File: src/hdl/mdms_pkg.sv
// Shared types, codes and reset values for the motor drive mode sequencer.
package mdms_pkg;

    // Field widths
    localparam int MeasW  = 16;
    localparam int MagW   = MeasW + 1;
    localparam int LevelW = 15;
    localparam int ModeW  = 2;
    localparam int DivW   = 8;
    localparam int CfgIdxW  = 3;
    localparam int CfgDataW = LevelW;

    // Drive states
    localparam logic [1:0] ST_IDLE  = 2'd0;
    localparam logic [1:0] ST_ALIGN = 2'd1;
    localparam logic [1:0] ST_RUN   = 2'd2;
    localparam logic [1:0] ST_FAULT = 2'd3;

    // Control modes
    localparam logic [ModeW-1:0] MODE_NORMAL     = 2'd0;
    localparam logic [ModeW-1:0] MODE_DUTY_TEST  = 2'd1;
    localparam logic [ModeW-1:0] MODE_CONST_VOLT = 2'd2;
    localparam logic [ModeW-1:0] MODE_ALIGN_ONLY = 2'd3;

    // Register indexes
    localparam logic [CfgIdxW-1:0] REG_CONTROL_MODE      = 3'd0;
    localparam logic [CfgIdxW-1:0] REG_OVERVOLTAGE_LEVEL = 3'd1;
    localparam logic [CfgIdxW-1:0] REG_OVERCURRENT_LEVEL = 3'd2;
    localparam logic [CfgIdxW-1:0] REG_OVERSPEED_LEVEL   = 3'd3;
    localparam logic [CfgIdxW-1:0] REG_START_VOLTAGE_MIN = 3'd4;
    localparam logic [CfgIdxW-1:0] REG_RUN_VOLTAGE_MIN   = 3'd5;
    localparam logic [CfgIdxW-1:0] REG_SPEED_LOOP_DIVIDE = 3'd6;

    // Register reset values
    localparam logic [ModeW-1:0]  RST_CONTROL_MODE = MODE_NORMAL;
    localparam logic [LevelW-1:0] RST_LIMIT_LEVEL  = 15'd32767;
    localparam logic [LevelW-1:0] RST_START_VMIN   = 15'd256;   // 4 V
    localparam logic [LevelW-1:0] RST_RUN_VMIN     = 15'd640;   // 10 V
    localparam logic [DivW-1:0]   RST_SPEED_DIVIDE = 8'd39;

    // One result transaction
    typedef struct packed {
        logic [1:0] drive_state;
        logic       pwm_on;
        logic       bootstrap_strobe;
        logic       align_strobe;
        logic       current_loop_strobe;
        logic       observer_strobe;
        logic       speed_loop_strobe;
        logic       controller_init;
        logic       soft_fault;
        logic       trip_fault;
        logic       start_flag;
    } result_t;

    // Saturation-free magnitude: -32768 gives 32768 in the extra bit
    function automatic logic [MagW-1:0] mag16(input logic signed [MeasW-1:0] v);
        logic [MagW-1:0] ext;
        ext = {v[MeasW-1], v};
        return v[MeasW-1] ? (MagW'(0) - ext) : ext;
    endfunction

endpackage

File: src/hdl/mdms_fault_check.sv
// Over-limit detection on bus voltage, phase currents and speed.
module mdms_fault_check (
    input  logic signed [mdms_pkg::MeasW-1:0]  bus_voltage,
    input  logic signed [mdms_pkg::MeasW-1:0]  current_a,
    input  logic signed [mdms_pkg::MeasW-1:0]  current_b,
    input  logic signed [mdms_pkg::MeasW-1:0]  current_c,
    input  logic signed [mdms_pkg::MeasW-1:0]  speed_rpm,
    input  logic        [mdms_pkg::LevelW-1:0] overvoltage_level,
    input  logic        [mdms_pkg::LevelW-1:0] overcurrent_level,
    input  logic        [mdms_pkg::LevelW-1:0] overspeed_level,
    output logic                               over_limit
);
    import mdms_pkg::*;

    logic [MagW-1:0] ov_lim;
    logic [MagW-1:0] oc_lim;
    logic [MagW-1:0] os_lim;

    // Thresholds widened to magnitude width
    assign ov_lim = {2'b00, overvoltage_level};
    assign oc_lim = {2'b00, overcurrent_level};
    assign os_lim = {2'b00, overspeed_level};

    // Any magnitude reaching its threshold trips
    assign over_limit = (mag16(bus_voltage) >= ov_lim)
                     || (mag16(current_a)   >= oc_lim)
                     || (mag16(current_b)   >= oc_lim)
                     || (mag16(current_c)   >= oc_lim)
                     || (mag16(speed_rpm)   >= os_lim);

endmodule

File: src/hdl/motor_drive_mode_sequencer.sv
// An accepted transaction passes from the input register to the result register, setting out_valid.
// Throughput: one transaction per cycle while out_stall is low; input reg, decision logic, result reg.
// The input side stalls only while a result waits in the output register and out_stall is high.
// Reset (rst_n low, asynchronous): state IDLE, latches and divider cleared, pipeline empty,
// configuration registers back to their defaults.
module motor_drive_mode_sequencer (
    input  logic                                clk,
    input  logic                                rst_n,
    // configuration port
    input  logic                                cfg_write,
    input  logic [mdms_pkg::CfgIdxW-1:0]        cfg_index,
    input  logic [mdms_pkg::CfgDataW-1:0]       cfg_data,
    // input channel
    input  logic                                in_valid,
    output logic                                in_stall,
    input  logic                                start_request,
    input  logic                                reset_request,
    input  logic                                trip_event,
    input  logic                                bootstrap_done,
    input  logic                                align_done,
    input  logic signed [mdms_pkg::MeasW-1:0]   bus_voltage,
    input  logic signed [mdms_pkg::MeasW-1:0]   current_a,
    input  logic signed [mdms_pkg::MeasW-1:0]   current_b,
    input  logic signed [mdms_pkg::MeasW-1:0]   current_c,
    input  logic signed [mdms_pkg::MeasW-1:0]   speed_rpm,
    // output channel
    output logic                                out_valid,
    input  logic                                out_stall,
    output logic [1:0]                          drive_state,
    output logic                                pwm_on,
    output logic                                bootstrap_strobe,
    output logic                                align_strobe,
    output logic                                current_loop_strobe,
    output logic                                observer_strobe,
    output logic                                speed_loop_strobe,
    output logic                                controller_init,
    output logic                                soft_fault,
    output logic                                trip_fault,
    output logic                                start_flag
);
    import mdms_pkg::*;

    // Configuration registers
    logic [ModeW-1:0]  control_mode_reg;
    logic [LevelW-1:0] overvoltage_level_reg;
    logic [LevelW-1:0] overcurrent_level_reg;
    logic [LevelW-1:0] overspeed_level_reg;
    logic [LevelW-1:0] start_voltage_min_reg;
    logic [LevelW-1:0] run_voltage_min_reg;
    logic [DivW-1:0]   speed_loop_divide_reg;

    // Input register
    logic                     s1_valid_reg;
    logic                     s1_start_reg;
    logic                     s1_reset_reg;
    logic                     s1_trip_reg;
    logic                     s1_boot_done_reg;
    logic                     s1_align_done_reg;
    logic signed [MeasW-1:0]  s1_bus_reg;
    logic signed [MeasW-1:0]  s1_cur_a_reg;
    logic signed [MeasW-1:0]  s1_cur_b_reg;
    logic signed [MeasW-1:0]  s1_cur_c_reg;
    logic signed [MeasW-1:0]  s1_speed_reg;

    // Sequencer state
    logic [1:0]      mode_next_reg;
    logic [1:0]      mode_cur_reg;
    logic            start_latch_reg;
    logic            soft_latch_reg;
    logic            trip_latch_reg;
    logic [DivW-1:0] divider_reg;

    logic [1:0]      mode_next_next;
    logic            start_latch_next;
    logic            soft_latch_next;
    logic            trip_latch_next;
    logic [DivW-1:0] divider_next;

    // Result register
    logic    out_valid_reg;
    result_t result_reg;
    result_t result_next;

    logic accept;
    logic advance;
    logic over_limit;
    logic faulted;
    logic bus_below_start;
    logic bus_below_run;

    // Handshake
    assign advance  = s1_valid_reg && (!out_valid_reg || !out_stall);
    assign in_stall = s1_valid_reg && !advance;
    assign accept   = in_valid && !in_stall;

    // Configuration writes
    always_ff @(posedge clk or negedge rst_n)
    begin
        if (!rst_n)
        begin
            control_mode_reg      <= RST_CONTROL_MODE;
            overvoltage_level_reg <= RST_LIMIT_LEVEL;
            overcurrent_level_reg <= RST_LIMIT_LEVEL;
            overspeed_level_reg   <= RST_LIMIT_LEVEL;
            start_voltage_min_reg <= RST_START_VMIN;
            run_voltage_min_reg   <= RST_RUN_VMIN;
            speed_loop_divide_reg <= RST_SPEED_DIVIDE;
        end
        else if (cfg_write)
        begin
            case (cfg_index)
                REG_CONTROL_MODE:      control_mode_reg      <= cfg_data[ModeW-1:0];
                REG_OVERVOLTAGE_LEVEL: overvoltage_level_reg <= cfg_data;
                REG_OVERCURRENT_LEVEL: overcurrent_level_reg <= cfg_data;
                REG_OVERSPEED_LEVEL:   overspeed_level_reg   <= cfg_data;
                REG_START_VOLTAGE_MIN: start_voltage_min_reg <= cfg_data;
                REG_RUN_VOLTAGE_MIN:   run_voltage_min_reg   <= cfg_data;
                REG_SPEED_LOOP_DIVIDE: speed_loop_divide_reg <= cfg_data[DivW-1:0];
                default: ;
            endcase
        end
    end

    // Input register: valid flag
    always_ff @(posedge clk or negedge rst_n)
    begin
        if (!rst_n)
            s1_valid_reg <= 1'b0;
        else if (accept)
            s1_valid_reg <= 1'b1;
        else if (advance)
            s1_valid_reg <= 1'b0;
    end

    // Input register: payload
    always_ff @(posedge clk)
    begin
        if (accept)
        begin
            s1_start_reg      <= start_request;
            s1_reset_reg      <= reset_request;
            s1_trip_reg       <= trip_event;
            s1_boot_done_reg  <= bootstrap_done;
            s1_align_done_reg <= align_done;
            s1_bus_reg        <= bus_voltage;
            s1_cur_a_reg      <= current_a;
            s1_cur_b_reg      <= current_b;
            s1_cur_c_reg      <= current_c;
            s1_speed_reg      <= speed_rpm;
        end
    end

    // Threshold check
    mdms_fault_check u_fault_check (
        .bus_voltage       (s1_bus_reg),
        .current_a         (s1_cur_a_reg),
        .current_b         (s1_cur_b_reg),
        .current_c         (s1_cur_c_reg),
        .speed_rpm         (s1_speed_reg),
        .overvoltage_level (overvoltage_level_reg),
        .overcurrent_level (overcurrent_level_reg),
        .overspeed_level   (overspeed_level_reg),
        .over_limit        (over_limit)
    );

    // Signed bus compares; a negative bus is below any minimum
    assign bus_below_start = s1_bus_reg < $signed({1'b0, start_voltage_min_reg});
    assign bus_below_run   = s1_bus_reg < $signed({1'b0, run_voltage_min_reg});

    // One control tick
    always_comb
    begin
        result_next      = '0;
        start_latch_next = start_latch_reg | s1_start_reg;
        trip_latch_next  = trip_latch_reg | s1_trip_reg;
        soft_latch_next  = soft_latch_reg | over_limit;
        mode_next_next   = mode_next_reg;
        divider_next     = divider_reg;

        // reset request wins over everything set above
        if (s1_reset_reg)
        begin
            start_latch_next            = 1'b0;
            mode_next_next              = ST_IDLE;
            soft_latch_next             = 1'b0;
            trip_latch_next             = 1'b0;
            result_next.controller_init = 1'b1;
        end

        faulted                 = soft_latch_next | trip_latch_next;
        result_next.drive_state = mode_next_next;

        unique case (result_next.drive_state)
            ST_IDLE:
            begin
                // entry into idle
                if (mode_cur_reg != ST_IDLE)
                begin
                    start_latch_next            = 1'b0;
                    result_next.controller_init = 1'b1;
                end
                priority if (bus_below_start)
                    mode_next_next = ST_IDLE;
                else if (faulted)
                    mode_next_next = ST_FAULT;
                else if (start_latch_next)
                begin
                    result_next.bootstrap_strobe = 1'b1;
                    if (!s1_boot_done_reg)
                        mode_next_next = ST_IDLE;
                    else if (control_mode_reg == MODE_DUTY_TEST
                             || control_mode_reg == MODE_CONST_VOLT)
                        mode_next_next = ST_RUN;
                    else
                        mode_next_next = ST_ALIGN;
                end
                else
                    mode_next_next = ST_IDLE;
            end
            ST_ALIGN:
            begin
                result_next.pwm_on              = 1'b1;
                result_next.align_strobe        = 1'b1;
                result_next.current_loop_strobe = 1'b1;
                // faults wait until idle or run
                priority if (!start_latch_next)
                    mode_next_next = ST_IDLE;
                else if (s1_align_done_reg)
                begin
                    if (control_mode_reg == MODE_ALIGN_ONLY)
                    begin
                        mode_next_next   = ST_IDLE;
                        start_latch_next = 1'b0;
                    end
                    else
                        mode_next_next = ST_RUN;
                end
                else
                    mode_next_next = ST_ALIGN;
            end
            ST_RUN:
            begin
                result_next.pwm_on              = 1'b1;
                result_next.observer_strobe     = 1'b1;
                result_next.current_loop_strobe = 1'b1;
                // speed loop divider: restart at one after the strobe
                if (divider_reg >= speed_loop_divide_reg)
                begin
                    result_next.speed_loop_strobe = 1'b1;
                    divider_next                  = DivW'(1);
                end
                else
                    divider_next = divider_reg + DivW'(1);
                priority if (faulted)
                    mode_next_next = ST_FAULT;
                else if (!start_latch_next || bus_below_run)
                    mode_next_next = ST_IDLE;
                else
                    mode_next_next = ST_RUN;
            end
            ST_FAULT:
            begin
                start_latch_next = 1'b0;
                mode_next_next   = ST_FAULT;
            end
            default: ;
        endcase

        result_next.soft_fault = soft_latch_next;
        result_next.trip_fault = trip_latch_next;
        result_next.start_flag = start_latch_next;
    end

    // State update on every tick that moves to the output
    always_ff @(posedge clk or negedge rst_n)
    begin
        if (!rst_n)
        begin
            mode_next_reg   <= ST_IDLE;
            mode_cur_reg    <= ST_IDLE;
            start_latch_reg <= 1'b0;
            soft_latch_reg  <= 1'b0;
            trip_latch_reg  <= 1'b0;
            divider_reg     <= '0;
        end
        else if (advance)
        begin
            mode_next_reg   <= mode_next_next;
            mode_cur_reg    <= result_next.drive_state;
            start_latch_reg <= start_latch_next;
            soft_latch_reg  <= soft_latch_next;
            trip_latch_reg  <= trip_latch_next;
            divider_reg     <= divider_next;
        end
    end

    // Output register: valid flag
    always_ff @(posedge clk or negedge rst_n)
    begin
        if (!rst_n)
            out_valid_reg <= 1'b0;
        else if (advance)
            out_valid_reg <= 1'b1;
        else if (!out_stall)
            out_valid_reg <= 1'b0;
    end

    // Output register: payload
    always_ff @(posedge clk)
    begin
        if (advance)
            result_reg <= result_next;
    end

    assign out_valid           = out_valid_reg;
    assign drive_state         = result_reg.drive_state;
    assign pwm_on              = result_reg.pwm_on;
    assign bootstrap_strobe    = result_reg.bootstrap_strobe;
    assign align_strobe        = result_reg.align_strobe;
    assign current_loop_strobe = result_reg.current_loop_strobe;
    assign observer_strobe     = result_reg.observer_strobe;
    assign speed_loop_strobe   = result_reg.speed_loop_strobe;
    assign controller_init     = result_reg.controller_init;
    assign soft_fault          = result_reg.soft_fault;
    assign trip_fault          = result_reg.trip_fault;
    assign start_flag          = result_reg.start_flag;

`ifndef SYNTHESIS
    // switches on exactly in align and run
    a_pwm_state: assert property (@(posedge clk) disable iff (!rst_n)
        out_valid |-> (pwm_on == (drive_state == ST_ALIGN || drive_state == ST_RUN)))
        else $error("pwm_on disagrees with drive_state");

    // speed strobe only alongside the observer strobe
    a_speed_in_run: assert property (@(posedge clk) disable iff (!rst_n)
        (out_valid && speed_loop_strobe) |-> observer_strobe)
        else $error("speed loop strobe outside run");

    // a reset request leaves the machine heading for idle with controllers reinitialised
    a_reset_request: assert property (@(posedge clk) disable iff (!rst_n)
        (advance && s1_reset_reg) |=> (mode_next_reg == ST_IDLE && out_valid
                                       && controller_init && !soft_fault && !trip_fault))
        else $error("reset request not honoured");

    // fault state never leaves a start flag set
    a_fault_start: assert property (@(posedge clk) disable iff (!rst_n)
        (out_valid && drive_state == ST_FAULT) |-> !start_flag)
        else $error("start flag set in fault");
`endif

endmodule

File: config.mk
export PLATFORM = sky130hd
export DESIGN_NAME = motor_drive_mode_sequencer
export DESIGN_NICKNAME = d
export VERILOG_FILES = /design/src/hdl/mdms_pkg.sv /design/src/hdl/mdms_fault_check.sv /design/src/hdl/motor_drive_mode_sequencer.sv
export SDC_FILE = /design/constraint.sdc
export NUM_CORES = 1
export LEC_CHECK = 0
export ABC_AREA = 1
export ABC_CLOCK_PERIOD_IN_PS = 4080
export BUFFER_PORTS_ARGS = -buffer_cell sky130_fd_sc_hd__clkbuf_2
export CORE_AREA = 2 2 190 117
export CTS_BUF_LIST = sky130_fd_sc_hd__clkbuf_16
export DETAILED_ROUTE_END_ITERATION = 10
export DIE_AREA = 0 0 192 119
export PLACE_DENSITY = 0.75
export SLEW_MARGIN = 20
export SYNTH_ARGS = -nofsm -noshare
export SYNTH_HDL_FRONTEND = slang
export SYNTH_SLANG_ARGS = --single-unit
File: constraint.sdc
create_clock -name clk -period 4.08 [get_ports clk]
set_input_delay 0 -clock clk [delete_from_list [all_inputs] [get_ports clk]]
set_output_delay 0 -clock clk [all_outputs]
set_load 0.005 [all_outputs]
# ---- After elaboration in Yosys (flattened, before gate mapping)
# Index checks and enable logic that the tools add are counted.
dict set report word_totals {
  register_bits 198
  latch_bits 0
  ram_bits 0
  romBits 0
  inputBits 108
  out_inout_bits 14
  word_cells 135
  n_memories 0
}
dict set report classes {
  add_sub_neg 6
  multipliers 0
  div_mod_pow 0
  n_lt_le_gt_ge 8
  eq_ne 13
  n_shift 0
  n_mux 39
  n_bitwise 5
  reduce_logical 29
}
# op count
set op_table {}
lappend op_table {{17-bit by 15-bit >= comparator with 1-bit output} 5}
lappend op_table {{17-bit 2-to-1 mux} 5}
lappend op_table {{1-bit by 16-bit subtractor with 17-bit output (first input constant)} 5}
lappend op_table {{16-bit < comparator} 2}
lappend op_table {{2-bit 2-to-1 mux} 12}
lappend op_table {{1-bit 2-to-1 mux} 19}
lappend op_table {{2-bit AND reduction} 8}
lappend op_table {{3-bit == test (second input constant)} 3}
lappend op_table {{8-bit by 1-bit adder with 8-bit output (second input constant)} 1}
lappend op_table {{2-bit == test (second input constant)} 4}
lappend op_table {{8-bit >= comparator} 1}
lappend op_table {{8-bit 2-to-1 mux} 1}
lappend op_table {{2-bit case mux with 4 select lines} 1}
lappend op_table {{1-bit logical OR} 7}
lappend op_table {{3-bit by 2-bit == test with 1-bit output (second input constant)} 2}
lappend op_table {{1-bit zero test} 5}
lappend op_table {{2-bit by 1-bit == test with 1-bit output (second input constant)} 2}
lappend op_table {{1-bit OR} 4}
lappend op_table {{2-bit nonzero test} 2}
lappend op_table {{3-bit by 1-bit == test with 1-bit output (second input constant)} 1}
lappend op_table {{1-bit logical AND} 3}
lappend op_table {{3-bit zero test} 1}
lappend op_table {{1-bit case mux with 3 select lines} 1}
lappend op_table {{3-bit OR reduction} 1}
lappend op_table {{4 further kinds} 4}

# ---- Logic depth before layout (Yosys ltp)
dict set report depth {
  word_depth 13
  depth_mapped 28
  ltp_nobuf 28
}

# ---- Hierarchy
# A second synthesis with hierarchy kept.
dict set report hier_totals {
  hier_cells 1332
  hier_area_um2 11757.5
}
# mod n_inst cells_per_inst area_per_inst_um2 seq_area_each_um2
set modules_own_cells {}
lappend modules_own_cells {motor_drive_mode_sequencer 1 681 7973.9 5500.3}
lappend modules_own_cells {mdms_fault_check 1 651 3783.6 0.0}

# ---- Worst setup path after synthesis
# OpenSTA, ideal clock, no wires.
dict set report synth_timing {
  path_kind {flip-flop to flip-flop}
  start {reg s1_speed_reg[0]}
  end {reg mode_next_reg[0]}
  setup_ps 118
  t_arrival_ps 2864
  required_time_ps 3962
  setup_slack_ps 1098
  stages_incl_launch_ff 28
  n_path_buf 0
  synth_period_minus_slack_ps 2982
  path_cell_list {edfxtp_1 inv_1 ha_1 inv_1 nor2_1 nand3_1 nor3_1 nand2_1 o31ai_1 xnor2_1 ha_1 nand2_1 nor2_1 nor2_1 and3_1 nand2_1 nand2_1 nand2_1 nor2_1 nand2_1 nand2_2 nand2_2 nand2_2 nand3_2 nand2_1 nand2_1 nand2_1 nand2_1}
}
dict set report synth_between {
  elab_chain_len 10
  word_cells_on_any_way 11
  cone_classes {1 x add/sub; 1 x order compare; 6 x mux; 2 x bitwise; 1 x reduce/logical}
}
# element line_no
set synth_lines {}
lappend synth_lines {{from (decl)} motor_drive_mode_sequencer.sv:63} ;# logic signed [MeasW-1:0] s1_speed_reg;
lappend synth_lines {{from (signal assigned)} motor_drive_mode_sequencer.sv:149} ;# s1_speed_reg <= speed_rpm;
lappend synth_lines {{1-bit by 16-bit subtractor with 17-bit output} mdms_pkg.sv:60} ;# return v[MeasW-1] ? (MagW'(0) - ext) : ext;
lappend synth_lines {{17-bit 2-to-1 mux *} mdms_pkg.sv:60}
lappend synth_lines {{17-bit by 15-bit >= comparator with 1-bit output *} mdms_fault_check.sv:29} ;# || (mag16(speed_rpm) >= os_lim);
lappend synth_lines {{1-bit logical OR *} mdms_fault_check.sv:29}
lappend synth_lines {{1-bit OR *} motor_drive_mode_sequencer.sv:176} ;# soft_latch_next = soft_latch_reg | over_limit;
lappend synth_lines {{1-bit 2-to-1 mux *} motor_drive_mode_sequencer.sv:181} ;# if (s1_reset_reg)
lappend synth_lines {{1-bit OR *} motor_drive_mode_sequencer.sv:190} ;# faulted = soft_latch_next | trip_latch_next;
lappend synth_lines {{2-bit 2-to-1 mux} motor_drive_mode_sequencer.sv:204} ;# else if (faulted)
lappend synth_lines {{2-bit 2-to-1 mux} motor_drive_mode_sequencer.sv:202} ;# priority if (bus_below_start)
lappend synth_lines {{2-bit case mux with 4 select lines *} motor_drive_mode_sequencer.sv:193} ;# unique case (result_next.drive_state)
lappend synth_lines {{to (signal assigned)} motor_drive_mode_sequencer.sv:288} ;# mode_next_reg <= mode_next_next;
lappend synth_lines {{to (decl)} motor_drive_mode_sequencer.sv:66} ;# logic [1:0] mode_next_reg;
# Mark *: on every way between the ends. The rest lies on a longest branch, timed or not.
# A chain may end at the register's enable or synchronous reset.

# ---- Worst setup path after layout
# Same ends and word-level chain as after synthesis.

==> out/results.txt <==
Setup_tns - 0 ns
Rel. slew slack - 30.8%
PortBufs - 121
Post-synth top flop - edfxtp_1
Cell area after layout - 13900 sq um
Finish-stage setup viols - 0
Leak - 6.71 nW
Worst-Skew Late Latency - 0.45 ns
Worst vdd ir - 431 uV
Clk buf depth - 2
Worst Skew - 0.0111 ns
DRT Pass-1 Iters - 6
Crit. End Element - flip-flop
# DRC - 0
Post-cts resize count - 0
Fmax - 279 MHz
Routed Antenna Nets - 0
Net Count, Synth - 1521
Layout cells sized above 1 - 14.8%
Largest net degree at the start of global routing - 50
Status - complete, no violations
Netlist Area Pre-Place - 11500 sq um
CTS Sinks - 198
Synth cell types - 40
Final period util - 87.9%
Hold Path Depth - 3
Final count of hold timing violations - 0
Total GRT Usage - 26.1%
# diodes - 0
HPWL Detailed - 20300 um
Num rows - 42
Mapped Avg Cell Area - 8.89 sq um
Initial antenna violation count - 1
I/O pin cnt - 122
Pwr/cell area - 427 nW/um^2
Capture point of the worst reg-to-reg path - mode_next_reg[0]
Worst min path class - primary input to flip-flop
DR vias - 9437
Initial Util - 53.6%
Critical Path AT - 3.92 ns
Number of max-cap violations - 0
Post-synth ARST share - 51.5%
Worst Min Path Start - cfg_data[1]
Die H - 119 um
Fin. max-slew vios - 0
Req. time, crit path - 4.42 ns
Warnings from Yosys - 0
Root buffer cell - clkbuf_16
Setup ws final - 0.495 ns
P&R area growth vs syn - 21.4%
RSZ-0062 raised after global routing - no
Post-place instance area - 12400 sq um
Vias in the first global route - 9147
Total wire length - 28500 um
Post-Synthesis Cells - 1291
Core area - 21400 sq um
EDFF count, synth - 96
Startpoint type of the worst setup path - flip-flop
First-pass GRT wire length - 45600 um
Crit-path max cell delay - 0.36 ns
CTS buffer count - 17
# nets final - 1740
Worst Reg2Reg Path Length in Cells - 27
CTS clk-pin slew, worst paths - 0.07 ns
Die W - 192 um
Dpl ws - 0.507 ns
Routed vias/inst - 5.22
WS Path Type - flip-flop to flip-flop
CTS tree - built
H-Tree Level Count - 4
1st-iter DRT viols - 805
Final min period - 3.58 ns
CP max-delay cell - edfxtp_1
Reg-to-reg startpoint - s1_speed_reg[0]
Hold Path End - control_mode_reg[1]
Die area - 22800 sq um
Post-synthesis register bit count - 198
Gr ovfl total - 0
FF-to-FF setup slack - 0.50 ns
Crit-path max FO - 5
Sequential share of the synthesized area - 47.9%
Crit-path most repeated cell - nand2_1
WL/cell - 15.7 um
Worst Tran Pin Value - 1.04 ns
Routability-driven placement congestion ratio - 0.915
-- layout make-up --
class / instances / area, sq um
fillers: 1734 / 7500
flip-flops and latches: 198 / 5500
multi-input cells: 861 / 5100
repair buffers: 224 / 1630
inverters: 208 / 782
clock buffers: 20 / 500
well taps: 286 / 358
clock inverters: 12 / 70.1
-- kinds of logic (layout without fill, tap and decap cells) --
family,count (synthesis),count (layout),share of synthesized area [%]
simple gates,478,478,17.3
compound gates,198,198,9.09
flops,198,198,47.9
buf+inv,232,464,7.65
xor+xnor,63,63,4.81
fa+ha+maj,122,122,13.3
-- cells in the mapped netlist (all sizes together) (3+ instances only) --
master / n / area (sq um)
xnor2: 12 / 105
a21oi: 49 / 245
o211ai: 3 / 22.5
clkbuf: 20 / 75.1
dfrtp: 50 / 1250
nand3: 30 / 155
nor3: 23 / 131
buf: 4 / 22.5
o21ai: 128 / 641
xor2: 51 / 447
nor2: 100 / 398
a21o: 3 / 22.5
edfxtp: 96 / 2880
o31ai: 4 / 30.0
dfstp: 52 / 1370
inv: 208 / 781
nand4: 14 / 87.6
nand2: 302 / 1150
nor3b: 5 / 37.5
ha: 122 / 1530
-- worst max-delay path, delay by kind of cell, from the launching register on --
family	cells	cell delay [ns]
DFF	1	0.36
adders and majority gates	2	0.44
and+or+nand+nor	21	2.10
xor gates and xnor gates	1	0.16
buffers and inverters	2	0.14
AOI/OAI and AO/OA	1	0.26
-- cells in the final DEF (no fill, tap or decap), drive strengths merged, types with 5 or more instances in the layout --
cell type and instances:
nand4 14, nand3 30, ha 122, edfxtp 96, xor2 51, nand2 302
xnor2 12, inv 217, nor3 23, o21ai 128, dlygate4sd3 99, buf 5
nor3b 5, clkbuf 140, dfrtp 50, dfstp 52, nor2 100, a21oi 49
-- repair_timing --
action / 4_1_cts / 5_1_grt
hold endpoints to repair: 172 / 0
setup buffers: 0 / 0
setup endpoints to repair: 0 / 0
hold buffers: 99 / 0
-- power by group --
| group | total (mW) | internal [mW] | switching, mW |
|---|---|---|---|
| clock network | 1.65 | 0.886 | 0.768 |
| logic | 1.61 | 0.658 | 0.948 |
| registers | 2.69 | 2.48 | 0.211 |
| total | 5.95 | 4.03 | 1.93 |
-- metrics by stage --
step	hold WS, ns	utilization (%)	power [mW]	std cells
4_1_cts	0.0186	65.0	5.96	1809
6_report	0.0297	65.0	5.95	1809
2_1_floorplan	-0.296	-	3.74	1291
3_3_place_gp	0.0535	57.7	4.13	1678
5_1_grt	0.0353	65.0	6.34	1809
3_5_place_dp	0.0598	57.7	4.22	1678
-- per-layer routing --
metal / vias to the layer above / part of all wire (%) / global-route usage (%)
met1: 4427 / 47 / 37.9
met3: 57 / 6.6 / 4.86
met4: 0 / 2.2 / 8.97
li1: 4652 / - / -
met5: - / 0 / 0
met2: 301 / 44 / 39.3
-- worst max path at each step --
stage / to / slack (ns) / depth (start not counted) / from
after floorplan: mode_next_reg[0] / 1.10 / 27 / s1_speed_reg[0]
after global placement: mode_next_reg[0] / 0.73 / 27 / s1_speed_reg[0]
after detailed placement: mode_next_reg[0] / 0.51 / 27 / s1_speed_reg[0]
after CTS: mode_next_reg[0] / 0.50 / 27 / s1_speed_reg[0]
after global routing: mode_next_reg[0] / 0.03 / 27 / s1_speed_reg[1]
final: mode_next_reg[0] / 0.50 / 27 / s1_speed_reg[0]
Note: power is estimated with default switching activity, not from simulation.
